File: src/rtl/core/sxt_pkg.sv
package sxt_pkg;

	// scanner modes
	typedef enum logic [4:0] {
		M_START     = 5'd0,
		M_HALT      = 5'd1,
		M_ZERO      = 5'd2,
		M_HEX       = 5'd3,
		M_DEC       = 5'd4,
		M_ATOM      = 5'd5,
		M_STR       = 5'd6,
		M_STR_ESC   = 5'd7,
		M_STR_X     = 5'd8,
		M_STR_U     = 5'd9,
		M_CHR       = 5'd10,
		M_CHR_ESC   = 5'd11,
		M_CHR_X     = 5'd12,
		M_CHR_U     = 5'd13,
		M_CHR_CLOSE = 5'd14
	} mode_t;

	// token kinds
	typedef enum logic [2:0] {
		TK_OPEN   = 3'd0,
		TK_CLOSE  = 3'd1,
		TK_NUMBER = 3'd2,
		TK_BYTE   = 3'd3,
		TK_EMPTY  = 3'd4,
		TK_DONE   = 3'd5,
		TK_ERROR  = 3'd6
	} kind_t;

	// error codes
	localparam logic [3:0] E_NONE        = 4'd0;
	localparam logic [3:0] E_UNMATCHED_C = 4'd1;
	localparam logic [3:0] E_UNMATCHED_O = 4'd2;
	localparam logic [3:0] E_ZERO_PREFIX = 4'd3;
	localparam logic [3:0] E_HEX_LONG    = 4'd4;
	localparam logic [3:0] E_HEX_DIGITS  = 4'd5;
	localparam logic [3:0] E_DEC_LONG    = 4'd6;
	localparam logic [3:0] E_DEC_DIGITS  = 4'd7;
	localparam logic [3:0] E_STR_OPEN    = 4'd8;
	localparam logic [3:0] E_ESC_OPEN    = 4'd9;
	localparam logic [3:0] E_ESC_X       = 4'd10;
	localparam logic [3:0] E_ESC_U       = 4'd11;
	localparam logic [3:0] E_ESC_CHAR    = 4'd12;
	localparam logic [3:0] E_CHR_MISSING = 4'd13;
	localparam logic [3:0] E_CHR_CLOSE   = 4'd14;
	localparam logic [3:0] E_DEPTH       = 4'd15;

	// most tokens one character can produce
	localparam int unsigned MaxTok = 3;
	localparam int unsigned FifoDepth = 8;

	typedef struct packed {
		kind_t       kind;
		logic [31:0] value;
		logic        last;
		logic [3:0]  code;
		logic [15:0] pos;
		logic [6:0]  depth;
	} tok_t;

	typedef struct packed {
		mode_t       mode;
		logic [6:0]  depth;
		logic [31:0] acc;
		logic [3:0]  dcnt;
		logic [15:0] eacc;
		logic [2:0]  edig;
		logic [7:0]  hb;
		logic        hv;
		logic [15:0] pos;
	} state_t;

	function automatic logic is_blank(input logic [7:0] c);
		return c == 8'h20 || c == 8'h09 || c == 8'h0D || c == 8'h0A;
	endfunction

	function automatic logic is_term(input logic [7:0] c);
		return is_blank(c) || c == 8'h28 || c == 8'h29;
	endfunction

	// hex digit value, 16 when not a digit
	function automatic logic [4:0] hexval(input logic [7:0] c);
		logic [7:0] t;
		t = 8'd16;
		if (c >= 8'h30 && c <= 8'h39) t = c - 8'h30;
		else if (c >= 8'h41 && c <= 8'h46) t = c - 8'h37;
		else if (c >= 8'h61 && c <= 8'h66) t = c - 8'h57;
		return t[4:0];
	endfunction

	function automatic tok_t mk_tok(input kind_t k, input logic [31:0] v, input logic l,
			input logic [3:0] e, input logic [15:0] p, input logic [6:0] d);
		tok_t t;
		t.kind = k;
		t.value = v;
		t.last = l;
		t.code = e;
		t.pos = p;
		t.depth = d;
		return t;
	endfunction

endpackage

File: src/rtl/core/sxt_step.sv
module sxt_step import sxt_pkg::*; #(
	parameter logic [6:0]  DepthLimit = 7'd64,
	parameter logic [15:0] PosLimit = 16'hFFFF
) (
	input  state_t      st,
	input  logic [7:0]  text_byte,
	input  logic        end_of_text,
	output state_t      nx,
	output tok_t        res [MaxTok],
	output logic [1:0]  res_n
);

	logic       do_start;
	logic       esc_fire;
	logic       esc_chr;
	logic [15:0] esc_val;
	logic       halted;
	logic [4:0] h;
	logic [15:0] p;
	logic [7:0] c;
	logic [7:0] eb [3];
	logic [1:0] nb;
	logic [31:0] dec_next;

	// one character through the scanner
	always_comb begin
		nx = st;
		res = '{default: '0};
		res_n = 2'd0;
		do_start = 1'b0;
		esc_fire = 1'b0;
		esc_chr = 1'b0;
		esc_val = 16'd0;
		halted = 1'b0;
		eb = '{default: '0};
		nb = 2'd0;
		c = text_byte;
		h = hexval(c);
		dec_next = (st.acc << 3) + (st.acc << 1) + {24'd0, c - 8'h30};
		p = (st.pos < PosLimit) ? st.pos + 16'd1 : st.pos;
		nx.pos = p;

		if (end_of_text) begin
			// end of text: flush pending token, then done or error
			unique case (st.mode)
				M_HALT: halted = 1'b1;
				M_START: ;
				M_ZERO, M_DEC: begin
					res[res_n] = mk_tok(TK_NUMBER, (st.mode == M_ZERO) ? 32'd0 : st.acc,
						1'b0, E_NONE, p, st.depth);
					res_n = res_n + 2'd1;
				end
				M_HEX: begin
					if (st.dcnt == 4'd0) begin
						res[res_n] = mk_tok(TK_ERROR, 32'd0, 1'b0, E_HEX_DIGITS, p, st.depth);
						res_n = res_n + 2'd1;
						halted = 1'b1;
					end else begin
						res[res_n] = mk_tok(TK_NUMBER, st.acc, 1'b0, E_NONE, p, st.depth);
						res_n = res_n + 2'd1;
					end
				end
				M_ATOM: begin
					res[res_n] = mk_tok(TK_BYTE, {24'd0, st.hb}, 1'b1, E_NONE, p, st.depth);
					res_n = res_n + 2'd1;
				end
				default: begin
					halted = 1'b1;
					res[res_n] = mk_tok(TK_ERROR, 32'd0, 1'b0, E_CHR_CLOSE, p, st.depth);
					case (st.mode)
						M_STR: res[res_n].code = E_STR_OPEN;
						M_STR_ESC, M_CHR_ESC: res[res_n].code = E_ESC_OPEN;
						M_STR_X, M_CHR_X: res[res_n].code = E_ESC_X;
						M_STR_U, M_CHR_U: res[res_n].code = E_ESC_U;
						M_CHR: res[res_n].code = E_CHR_MISSING;
						default: res[res_n].code = E_CHR_CLOSE;
					endcase
					res_n = res_n + 2'd1;
				end
			endcase
			if (!halted) begin
				if (st.depth != 7'd0)
					res[res_n] = mk_tok(TK_ERROR, 32'd0, 1'b0, E_UNMATCHED_O, p, st.depth);
				else
					res[res_n] = mk_tok(TK_DONE, 32'd0, 1'b0, E_NONE, p, st.depth);
				res_n = res_n + 2'd1;
			end
			nx = '0;
			nx.mode = M_START;
		end else begin
			unique case (st.mode)
				M_HALT: ;
				M_START: do_start = 1'b1;
				M_ZERO: begin
					if (is_term(c)) begin
						res[res_n] = mk_tok(TK_NUMBER, 32'd0, 1'b0, E_NONE, p, st.depth);
						res_n = res_n + 2'd1;
						do_start = 1'b1;
					end else if (c == 8'h78) begin
						nx.acc = 32'd0;
						nx.dcnt = 4'd0;
						nx.mode = M_HEX;
					end else begin
						res[res_n] = mk_tok(TK_ERROR, 32'd0, 1'b0, E_ZERO_PREFIX, p, st.depth);
						res_n = res_n + 2'd1;
						nx.mode = M_HALT;
					end
				end
				M_HEX: begin
					if (h < 5'd16) begin
						if (st.dcnt >= 4'd8) begin
							res[res_n] = mk_tok(TK_ERROR, 32'd0, 1'b0, E_HEX_LONG, p, st.depth);
							res_n = res_n + 2'd1;
							nx.mode = M_HALT;
						end else begin
							nx.acc = {st.acc[27:0], h[3:0]};
							nx.dcnt = st.dcnt + 4'd1;
						end
					end else if (is_term(c) && st.dcnt != 4'd0) begin
						res[res_n] = mk_tok(TK_NUMBER, st.acc, 1'b0, E_NONE, p, st.depth);
						res_n = res_n + 2'd1;
						do_start = 1'b1;
					end else begin
						res[res_n] = mk_tok(TK_ERROR, 32'd0, 1'b0, E_HEX_DIGITS, p, st.depth);
						res_n = res_n + 2'd1;
						nx.mode = M_HALT;
					end
				end
				M_DEC: begin
					if (c >= 8'h30 && c <= 8'h39) begin
						if (st.dcnt >= 4'd10) begin
							res[res_n] = mk_tok(TK_ERROR, 32'd0, 1'b0, E_DEC_LONG, p, st.depth);
							res_n = res_n + 2'd1;
							nx.mode = M_HALT;
						end else begin
							nx.acc = dec_next;
							nx.dcnt = st.dcnt + 4'd1;
						end
					end else if (is_term(c)) begin
						res[res_n] = mk_tok(TK_NUMBER, st.acc, 1'b0, E_NONE, p, st.depth);
						res_n = res_n + 2'd1;
						do_start = 1'b1;
					end else begin
						res[res_n] = mk_tok(TK_ERROR, 32'd0, 1'b0, E_DEC_DIGITS, p, st.depth);
						res_n = res_n + 2'd1;
						nx.mode = M_HALT;
					end
				end
				M_ATOM: begin
					if (is_term(c)) begin
						res[res_n] = mk_tok(TK_BYTE, {24'd0, st.hb}, 1'b1, E_NONE, p, st.depth);
						res_n = res_n + 2'd1;
						nx.hv = 1'b0;
						do_start = 1'b1;
					end else begin
						res[res_n] = mk_tok(TK_BYTE, {24'd0, st.hb}, 1'b0, E_NONE, p, st.depth);
						res_n = res_n + 2'd1;
						nx.hb = c;
					end
				end
				M_STR: begin
					if (c == 8'h22) begin
						if (st.hv)
							res[res_n] = mk_tok(TK_BYTE, {24'd0, st.hb}, 1'b1, E_NONE, p,
								st.depth);
						else
							res[res_n] = mk_tok(TK_EMPTY, 32'd0, 1'b0, E_NONE, p, st.depth);
						res_n = res_n + 2'd1;
						nx.hv = 1'b0;
						nx.mode = M_START;
					end else if (c == 8'h5C) begin
						nx.mode = M_STR_ESC;
					end else begin
						if (st.hv) begin
							res[res_n] = mk_tok(TK_BYTE, {24'd0, st.hb}, 1'b0, E_NONE, p,
								st.depth);
							res_n = res_n + 2'd1;
						end
						nx.hb = c;
						nx.hv = 1'b1;
					end
				end
				M_STR_ESC, M_CHR_ESC: begin
					// first character after a backslash
					nx.eacc = 16'd0;
					nx.edig = 3'd0;
					esc_chr = (st.mode == M_CHR_ESC);
					case (c)
						8'h74: begin esc_fire = 1'b1; esc_val = 16'h0009; end
						8'h72: begin esc_fire = 1'b1; esc_val = 16'h000D; end
						8'h30: begin esc_fire = 1'b1; esc_val = 16'h0000; end
						8'h6E: begin esc_fire = 1'b1; esc_val = 16'h000A; end
						8'h22: begin esc_fire = 1'b1; esc_val = 16'h0022; end
						8'h78: nx.mode = esc_chr ? M_CHR_X : M_STR_X;
						8'h75: nx.mode = esc_chr ? M_CHR_U : M_STR_U;
						default: begin
							res[res_n] = mk_tok(TK_ERROR, 32'd0, 1'b0, E_ESC_CHAR, p, st.depth);
							res_n = res_n + 2'd1;
							nx.mode = M_HALT;
						end
					endcase
				end
				M_STR_X, M_STR_U, M_CHR_X, M_CHR_U: begin
					// hex digits of an escape
					esc_chr = (st.mode == M_CHR_X) || (st.mode == M_CHR_U);
					if (h > 5'd15) begin
						res[res_n] = mk_tok(TK_ERROR, 32'd0, 1'b0,
							(st.mode == M_STR_U || st.mode == M_CHR_U) ? E_ESC_U : E_ESC_X,
							p, st.depth);
						res_n = res_n + 2'd1;
						nx.mode = M_HALT;
					end else begin
						nx.eacc = {st.eacc[11:0], h[3:0]};
						nx.edig = st.edig + 3'd1;
						if (nx.edig >= ((st.mode == M_STR_U || st.mode == M_CHR_U) ? 3'd4 : 3'd2))
						begin
							esc_fire = 1'b1;
							esc_val = nx.eacc;
						end
					end
				end
				M_CHR: begin
					if (c == 8'h5C) begin
						nx.mode = M_CHR_ESC;
					end else begin
						nx.acc = {24'd0, c};
						nx.mode = M_CHR_CLOSE;
					end
				end
				default: begin
					if (c == 8'h27) begin
						res[res_n] = mk_tok(TK_NUMBER, st.acc, 1'b0, E_NONE, p, st.depth);
						res_n = res_n + 2'd1;
						nx.mode = M_START;
					end else begin
						res[res_n] = mk_tok(TK_ERROR, 32'd0, 1'b0, E_CHR_CLOSE, p, st.depth);
						res_n = res_n + 2'd1;
						nx.mode = M_HALT;
					end
				end
			endcase

			// finished escape: char literal value or utf-8 bytes
			if (esc_fire) begin
				if (esc_chr) begin
					nx.acc = {16'd0, esc_val};
					nx.mode = M_CHR_CLOSE;
				end else begin
					if (esc_val <= 16'h007F) begin
						eb[0] = esc_val[7:0];
						nb = 2'd1;
					end else if (esc_val <= 16'h07FF) begin
						eb[0] = {3'b110, esc_val[10:6]};
						eb[1] = {2'b10, esc_val[5:0]};
						nb = 2'd2;
					end else begin
						eb[0] = {4'b1110, esc_val[15:12]};
						eb[1] = {2'b10, esc_val[11:6]};
						eb[2] = {2'b10, esc_val[5:0]};
						nb = 2'd3;
					end
					for (int i = 0; i < 3; i++) begin
						if (2'(i) < nb) begin
							if (nx.hv) begin
								res[res_n] = mk_tok(TK_BYTE, {24'd0, nx.hb}, 1'b0, E_NONE, p,
									nx.depth);
								res_n = res_n + 2'd1;
							end
							nx.hb = eb[i];
							nx.hv = 1'b1;
						end
					end
					nx.mode = M_STR;
				end
			end

			// character that begins a new token
			if (do_start) begin
				nx.mode = M_START;
				if (c == 8'h28) begin
					if (nx.depth >= DepthLimit) begin
						res[res_n] = mk_tok(TK_ERROR, 32'd0, 1'b0, E_DEPTH, p, nx.depth);
						res_n = res_n + 2'd1;
						nx.mode = M_HALT;
					end else begin
						nx.depth = nx.depth + 7'd1;
						res[res_n] = mk_tok(TK_OPEN, 32'd0, 1'b0, E_NONE, p, nx.depth);
						res_n = res_n + 2'd1;
					end
				end else if (c == 8'h29) begin
					if (nx.depth == 7'd0) begin
						res[res_n] = mk_tok(TK_ERROR, 32'd0, 1'b0, E_UNMATCHED_C, p, nx.depth);
						res_n = res_n + 2'd1;
						nx.mode = M_HALT;
					end else begin
						nx.depth = nx.depth - 7'd1;
						res[res_n] = mk_tok(TK_CLOSE, 32'd0, 1'b0, E_NONE, p, nx.depth);
						res_n = res_n + 2'd1;
					end
				end else if (is_blank(c)) begin
					nx.mode = M_START;
				end else if (c == 8'h30) begin
					nx.mode = M_ZERO;
				end else if (c >= 8'h31 && c <= 8'h39) begin
					nx.acc = {24'd0, c - 8'h30};
					nx.dcnt = 4'd1;
					nx.mode = M_DEC;
				end else if (c == 8'h22) begin
					nx.hv = 1'b0;
					nx.mode = M_STR;
				end else if (c == 8'h27) begin
					nx.mode = M_CHR;
				end else begin
					nx.hb = c;
					nx.hv = 1'b1;
					nx.mode = M_ATOM;
				end
			end
		end
	end

endmodule

File: src/rtl/core/sxt_fifo.sv
module sxt_fifo import sxt_pkg::*; (
	input  logic       clk,
	input  logic       arst_n,
	input  logic [1:0] wr_n,
	input  tok_t       wr_data [MaxTok],
	input  logic       rd,
	output tok_t       rd_data,
	output logic       not_empty,
	output logic [3:0] free
);

	localparam int unsigned PtrW = $clog2(FifoDepth);

	tok_t            mem_q [FifoDepth];
	logic [PtrW-1:0] wr_ptr_q;
	logic [PtrW-1:0] rd_ptr_q;
	logic [3:0]      count_q;

	assign not_empty = (count_q != 4'd0);
	assign free = 4'(FifoDepth) - count_q;
	assign rd_data = mem_q[rd_ptr_q];

	// token storage
	always_ff @(posedge clk) begin
		for (int i = 0; i < MaxTok; i++) begin
			if (2'(i) < wr_n)
				mem_q[wr_ptr_q + PtrW'(i)] <= wr_data[i];
		end
	end

	// pointers and fill level
	always_ff @(posedge clk or negedge arst_n) begin
		if (!arst_n) begin
			wr_ptr_q <= '0;
			rd_ptr_q <= '0;
			count_q <= '0;
		end else begin
			wr_ptr_q <= wr_ptr_q + PtrW'(wr_n);
			if (rd)
				rd_ptr_q <= rd_ptr_q + PtrW'(1);
			count_q <= count_q + {2'd0, wr_n} - {3'd0, rd};
		end
	end

`ifndef ASSERT_OFF
	a_no_overflow: assert property (@(posedge clk) disable iff (!arst_n)
		{2'd0, wr_n} <= free)
		else $error("token queue overflow");
	a_level_bound: assert property (@(posedge clk) disable iff (!arst_n)
		count_q <= 4'(FifoDepth))
		else $error("token queue level out of range");
	a_no_underflow: assert property (@(posedge clk) disable iff (!arst_n)
		rd |-> not_empty)
		else $error("token queue read while empty");
`endif

endmodule

File: src/rtl/core/sexpr_tokenizer.sv
// S-expression tokenizer. Takes one text byte (or an end marker) per request
// and emits open, close, number, string/atom byte, empty string, done and
// error tokens in text order. One request is taken every cycle while text_stall
// is low: the byte goes through an input register and a single pass of scanner
// logic, and the zero to three tokens it yields go into an eight-entry token
// queue that drains one token per cycle while token_stall is low. Input stalls
// only while the queue has fewer than three free entries, so long bursts of
// multi-token characters (escape sequences, a number closed by a parenthesis,
// the end marker) slow the input. After an error no tokens come until the end
// marker, which then clears all state for the next text.
module sexpr_tokenizer import sxt_pkg::*; #(
	parameter int unsigned     MAX_DEPTH = 64,
	parameter longint unsigned MAX_TEXT_LENGTH = 65535
) (
	input  logic        clk,
	input  logic        arst_n,
	input  logic        text_valid,
	output logic        text_stall,
	input  logic [7:0]  text_byte,
	input  logic        end_of_text,
	output logic        token_valid,
	input  logic        token_stall,
	output logic [2:0]  token_kind,
	output logic [31:0] token_value,
	output logic        last_byte,
	output logic [3:0]  error_code,
	output logic [15:0] char_position,
	output logic [6:0]  nest_depth
);

	localparam logic [6:0] DepthLimit = (MAX_DEPTH < 127) ? 7'(MAX_DEPTH) : 7'd127;
	localparam logic [15:0] PosLimit =
		(MAX_TEXT_LENGTH < 64'hFFFF) ? 16'(MAX_TEXT_LENGTH) : 16'hFFFF;

	logic       valid_s1;
	logic [7:0] byte_s1;
	logic       eot_s1;
	logic       advance;
	logic       accept;
	state_t     state_q;
	state_t     state_nx;
	tok_t       res [MaxTok];
	logic [1:0] res_n;
	logic [1:0] wr_n;
	tok_t       head;
	logic [3:0] free;

	assign advance = valid_s1 && (free >= 4'(MaxTok));
	assign text_stall = valid_s1 && !advance;
	assign accept = text_valid && !text_stall;
	assign wr_n = advance ? res_n : 2'd0;

	// input register
	always_ff @(posedge clk or negedge arst_n) begin
		if (!arst_n) begin
			valid_s1 <= 1'b0;
		end else begin
			valid_s1 <= accept || (valid_s1 && !advance);
		end
	end

	always_ff @(posedge clk) begin
		if (accept) begin
			byte_s1 <= text_byte;
			eot_s1 <= end_of_text;
		end
	end

	// scanner state
	always_ff @(posedge clk or negedge arst_n) begin
		if (!arst_n) begin
			state_q <= '0;
		end else if (advance) begin
			state_q <= state_nx;
		end
	end

	sxt_step #(
		.DepthLimit(DepthLimit),
		.PosLimit(PosLimit)
	) u_step (
		.st(state_q),
		.text_byte(byte_s1),
		.end_of_text(eot_s1),
		.nx(state_nx),
		.res(res),
		.res_n(res_n)
	);

	sxt_fifo u_fifo (
		.clk(clk),
		.arst_n(arst_n),
		.wr_n(wr_n),
		.wr_data(res),
		.rd(token_valid && !token_stall),
		.rd_data(head),
		.not_empty(token_valid),
		.free(free)
	);

	// token fields
	assign token_kind = head.kind;
	assign token_value = head.value;
	assign last_byte = head.last;
	assign error_code = head.code;
	assign char_position = head.pos;
	assign nest_depth = head.depth;

`ifndef ASSERT_OFF
	a_stall_held: assert property (@(posedge clk) disable iff (!arst_n)
		text_stall |-> valid_s1)
		else $error("input stalled with empty input register");
	a_depth_bound: assert property (@(posedge clk) disable iff (!arst_n)
		state_q.depth <= DepthLimit)
		else $error("nesting depth beyond limit");
	a_halt_quiet: assert property (@(posedge clk) disable iff (!arst_n)
		(advance && state_q.mode == M_HALT) |-> res_n == 2'd0)
		else $error("token produced while halted");
`endif

endmodule
File: config.mk
export PLATFORM = sky130hd
export DESIGN_NAME = sexpr_tokenizer
export DESIGN_NICKNAME = d
export VERILOG_FILES = /design/src/rtl/core/sxt_pkg.sv /design/src/rtl/core/sxt_step.sv /design/src/rtl/core/sxt_fifo.sv /design/src/rtl/core/sexpr_tokenizer.sv
export SDC_FILE = /design/constraint.sdc
export NUM_CORES = 2
export LEC_CHECK = 0
export ABC_AREA = 0
export BUFFER_PORTS_ARGS = -buffer_cell sky130_fd_sc_hd__buf_2
export CAP_MARGIN = 25
export CELL_PAD_IN_SITES_DETAIL_PLACEMENT = 1
export CELL_PAD_IN_SITES_GLOBAL_PLACEMENT = 1
export CORE_ASPECT_RATIO = 0.8
export CORE_UTILIZATION = 46
export CTS_BUF_LIST = sky130_fd_sc_hd__clkbuf_16
export CTS_CLUSTER_DIAMETER = 80
export DETAILED_ROUTE_END_ITERATION = 8
export GPL_TIMING_DRIVEN = 0
export HOLD_SLACK_MARGIN = 0.15
export PLACE_DENSITY = 0.75
export SKIP_LAST_GASP = 1
export SYNTH_ARGS = -nofsm -noshare
export SYNTH_HDL_FRONTEND = slang
export SYNTH_SLANG_ARGS = --single-unit
export TNS_END_PERCENT = 10
File: constraint.sdc
create_clock -name clk -period 13.7 [get_ports clk]
set_input_delay 2.74 -clock clk [delete_from_list [all_inputs] [get_ports clk]]
set_output_delay 2.74 -clock clk [all_outputs]
set_load 0.05 [all_outputs]
# ---- Word level (Yosys, flattened, before mapping)
# Memories as Yosys holds them, arrays and structs flattened.
# Cells that the tools add are included.
dict set report word_totals {
  regBits 108
  ramBits 504
  romBits 48
  input_bits 13
  out_inout_bits 65
  elab_cells 390
  mem_count 2
}
# memory depth width read_ports rd_clocked_by_memory_dff write_ports line_no
set mem_list {}
lappend mem_list {u_fifo.mem_q 8 63 1 0 3 sxt_fifo.sv:14} ;# tok_t mem_q [FifoDepth];
lappend mem_list {{(name not given)} 16 3 1 0 0 sxt_step.sv:70} ;# case (st.mode)
dict set report classes {
  addsub 22
  magnitude_cmp 33
  n_eq_ne 40
  n_mux 226
  bitwise_logic 5
  reduce_logical 47
}
# operator count
set op_table {}
lappend op_table {{$mux W189} 23}
lappend op_table {{$bwmux W189} 9}
lappend op_table {{$mux W63} 22}
lappend op_table {{$demux W63 S2} 5}
lappend op_table {{$pmux W63 S8} 1}
lappend op_table {{$mux W36} 11}
lappend op_table {{$pmux W63 S4} 1}
lappend op_table {{$mux W9} 20}
lappend op_table {{$mux W16} 10}
lappend op_table {{$mux W32} 4}
lappend op_table {{$pmux W32 S4} 1}
lappend op_table {{$mux W5} 18}
lappend op_table {{$mux W76} 1}
lappend op_table {{$mux W62} 1}
lappend op_table {{$mux W2} 30}
lappend op_table {{$eq A8 B6 Y1 const B} 6}
lappend op_table {{$eq A8 B7 Y1 const B} 6}
lappend op_table {{$mux W48} 1}
lappend op_table {{$mux W8} 5}
lappend op_table {{$pmux W5 S8} 1}
lappend op_table {{$pmux W19 S2} 1}
lappend op_table {{$mux W1} 36}
lappend op_table {{$add A32 B32 Y32} 1}
lappend op_table {{$add A32 B8 Y32} 1}
lappend op_table {{78 further kinds} 158}

# ---- Longest topological paths before layout
dict set report logic_depth {
  word_depth 43
  depth_mapped 30
  depth_no_buf 26
}

# ---- By module
# Synthesis repeated with hierarchy kept, for this count alone.
dict set report unflattened {
  hier_cells 5286
  hier_area_um2 47605.7
}
# mod n_inst cells_each area_per_inst_um2 seq_area_each_um2
set modules_own_cells {}
lappend modules_own_cells {sxt_fifo 1 3575 34280.4 15384.8}
lappend modules_own_cells {sxt_step 1 1496 9278.9 0.0}
lappend modules_own_cells {sexpr_tokenizer 1 215 4046.4 2597.5}

# ---- Worst setup path before layout
# Ideal clock, no wire load.
dict set report synth_timing {
  kind {flip-flop to flip-flop}
  start {register byte_s1[4]}
  end {memory u_fifo.mem_q[1][0] (netlist name) (enable)}
  setup_time_ns 0.701
  arrival_ns 12.611
  required_time_ns 12.999
  path_slack_ns 0.389
  stages_incl_launch_ff 27
  n_path_buf 3
  period_less_slack_ns 13.311
  path_cell_list {edfxtp_1 -> buf_2 -> clkinv_1 -> ha_1 -> nor3b_1 -> buf_2 -> o211ai_2 -> nand3_1 -> nand2_1 -> a31o_2 -> inv_1 -> fa_1 -> nand2_1 -> o21a_1 -> inv_1 -> ha_1 -> a21oi_1 -> a32oi_1 -> a21oi_2 -> inv_1 -> ha_1 -> o41ai_1 -> o21ai_0 -> buf_2 -> nand2_1 -> nor2_1 -> o311ai_0}
}
# item line_no
set synth_lines {}
lappend synth_lines {{from (decl)} sexpr_tokenizer.sv:36} ;# logic [7:0] byte_s1;
lappend synth_lines {{from (signal assigned)} sexpr_tokenizer.sv:64} ;# byte_s1 <= text_byte;
lappend synth_lines {{to (decl)} sxt_fifo.sv:14}

==> results.ini <==
[setup_path]
startpoint_type=flop
rr_endpoint=u_fifo.mem_q[1][62]
cp_data_arrival_time_ns=10.18
worst-path-buf-inv=14
critPathMostFrequentCell=buf_2
cp_slowest_cell=o41ai_1
endpoint=u_fifo.mem_q[1][62]
max_stage_delay_ns=0.69
critPathKind=reg2reg
rr_startpoint=byte_s1[4]
endpoint_kind=flop
path_max_fanout=10
path_delay_family=buffers and inverters
cp-startpoint=byte_s1[4]
critPathRequiredTime_ns=14.06
reg2reg_depth=33
rrSetupSlack_ns=3.88
critical_path_depth=33

[floorplanning]
fp.dieArea_sq_um=80500
die_h_um=254
die_w_um=317
core_area_sq_um=78600
io_pins=78
initial_core_util_pct=46.4
rows=92

[outcome]
status=finished clean

[cells_and_area]
nNetsFinal=3738
final_cell_area_sq_um=41600
final_core_util_pct=53.0
drive_gt1_share_pct=17.1
syn_to_final_growth_pct=14.0
fillerInstances=8464

[detailed_routing]
first_pass_iters=6
drc=0
dr_wl_met2_um=64600
vias_per_cell=6.76
wl_per_cell_um=31.6
top_layer_used=met4
antenna_left=0
first_iter_violations=4468
via_count=31888
drt_wl_total_um=149000
met1_length_um=61900
wl_met3_um=16800

[sta]
tightest_slew_ns=1.25
setup_viol=0
clock_skew_ns=0.0367
slew_violations=0
hold_viol_final=0
hold_ws_ns=0.506
max_freq_ghz=0.102
fin_crit_sh_pct=71.7
period_minus_slack_ns=9.82
maxSlewHeadroom_pct=16.1
rsz0062_at_grt=false

[clocking]
cts_setup_buffers=0
cts_tree=built
clkSinkCount=611
ctsResizeCount=0
htree_num_levels=3
insertion_delay_ns=0.66
clk_pin_slew_worst_paths_ns=0.06
cts_buffer_depth=3
cts_root_buffer=clkbuf_16
cts_hold_buffers=0
cts_made_buffers=69

[synthesis]
syn_nets=3512
synthCells=3397
yosys_warnings=0
synth_ff_type=edfxtp_1
ys_top_cells_by_area=edfxtp_1, mux4_2, dfrtp_1, nor2_1, nand2_1
synth_cell_type_count=105
synthDominantCellAreaShare_pct=42.2
yosys.area.top_type=edfxtp_1
syn-cell-area_sq_um=36500
ys_ff_latch=611
synth_edf_count=513
synthArstFlopShare_pct=16.0
ys_seq_area_share_pct=48.9
avgSynthCellArea_sq_um=10.7

[placed_design]
dp_hpwl_um=108000
place_congestion=0.998
port_buffers=77
dpl_cell_area_sq_um=39100

[global_routing]
grt_pass1_vias=31987
grt_pass1_wl_um=216000
track_usage_pct=36.8
grt_antenna_before_repair=2
grt_max_degree=69
grt_overflow=0

[power]
leakage_nw=16.0
pwr_density_cell_nw_per_um2=225
ir_drop_uv=121

[min_path]
hp-start=state_q[26]
min_path_type=reg2reg

[flow_run]
maxCapViolCount=0

-- placed cells by master, fill, tap and decap left out, types with 14 or more instances in the layout --
master / synthesis / layout
nand2_1: 318 / 318
buf_8: 0 / 14
o211ai_1: 55 / 55
nor2_1: 547 / 547
nor3_1: 53 / 53
buf_12: 0 / 14
mux4_2: 126 / 126
o21a_1: 16 / 16
a31oi_1: 36 / 36
clkinv_1: 3 / 17
and3_1: 31 / 31
buf_4: 14 / 37
buf_1: 19 / 19
xnor2_1: 32 / 32
edfxtp_1: 513 / 513
mux2_2: 76 / 76
dfrtp_1: 98 / 98
nor2b_1: 16 / 16
nand3_1: 68 / 68
o31ai_1: 31 / 28
clkbuf_1: 119 / 119
a21o_1: 16 / 16
mux2i_1: 101 / 101
inv_1: 67 / 80
a31o_2: 16 / 16
a21oi_1: 153 / 153
buf_2: 76 / 160
o21ai_1: 19 / 19
clkbuf_16: 0 / 70
ha_1: 93 / 93
a22oi_1: 34 / 34
nand4_1: 23 / 23
o21ai_0: 233 / 233
xor2_1: 27 / 27
nand2b_1: 48 / 48
buf_6: 5 / 14
a211oi_1: 26 / 26
o22ai_1: 24 / 24
-- Yosys cell counts (16+ instances only) --
master and number:
a31oi_1 36, nand2_1 318, xnor2_1 32, nand3_1 68, o22ai_1 24, nor3_1 53, o31ai_1 31, and3_1 31
a31o_2 16, dfrtp_1 98, clkbuf_1 119, a21o_1 16, mux2_2 76, buf_1 19, o211ai_1 55, a22oi_1 34
ha_1 93, o21a_1 16, xor2_1 27, o21ai_0 233, mux2i_1 101, a21oi_1 153, nor2_1 547, edfxtp_1 513
nand4_1 23, inv_1 67, a211oi_1 26, buf_2 76, nand2b_1 48, mux4_2 126, o21ai_1 19, nor2b_1 16
-- where the power goes --
part           total [mW]  internal, mW  switching, mW
Clock                1.90          1.08          0.823
Combinational        4.71          1.53           3.18
Sequential           2.74          2.57          0.168
-- logic make-up (layout without fill, tap and decap cells) --
logic type      count (synthesis)  count (layout)  share of synthesized area (%)
compound gates                815             815                           14.6
xor+xnor                       59              59                           1.42
fa+ha+maj                     102             102                           3.68
buf+inv                       304             585                           3.63
flops                         611             611                           48.9
mux                           311             311                           13.3
other cells                     1               3                         0.0103
simple gates                 1194            1194                           14.5
-- routing by layer --
layer | vias up | global-route usage (%)
met5 | - | 0
met4 | 0 | 13.5
met3 | 398 | 8.37
met2 | 2000 | 54.2
met1 | 16266 | 52.7
li1 | 13224 | -
-- cell type report --
type,count,area (sq um),area share [%]
Inverter,71,267,0.640
Timing Repair Buffer,155,1410,3.38
Antenna cell,2,5.00,0.0120
Multi-Input combinational cell,2482,17500,41.9
Clock inverter,56,531,1.27
Sequential cell,611,17900,42.9
Buffer,233,1060,2.55
Tap cell,1034,1290,3.11
Clock buffer,70,1750,4.21
-- how the worst min path moves through the flow --
stage                     slack, ns           to  cells past startpoint
final                          0.51  state_q[26]                      2
after global routing           0.54  state_q[79]                      2
after CTS                      0.51  state_q[26]                      2
after detailed placement       0.50  state_q[26]                      2
after global placement         0.47  state_q[26]                      2
after floorplan                0.45  state_q[26]                      2
-- worst min-delay path, stage by stage, from the launching register on --
cell     delay [ns]
dfrtp_1        0.36
nand2_1        0.06
o31ai_1        0.06
-- state kept, by name, indices dropped and copies added, names as in the netlist --
| signal | cells |
|---|---|
| state_q | 87 |
| u_fifo.wr_ptr_q | 3 |
| u_fifo.rd_ptr_q | 3 |
| u_fifo.count_q | 4 |
| u_fifo.mem_q | 504 |
| valid_s1 | 1 |
| eot_s1 | 1 |
| byte_s1 | 8 |
-- metrics by stage --
stage          TNS [ns]  worst slack, ns  total power, mW  instances
2_1_floorplan         0            0.389             5.71       3397
3_3_place_gp    -813.15            -9.85             7.08       4508
3_5_place_dp          0             4.29             7.31       4565
4_1_cts               0             4.28             9.22       4691
5_1_grt               0             3.76             9.64       4713
6_report              0             3.88             9.35       4714
No activity file was read; power rests on OpenSTA's default activity.
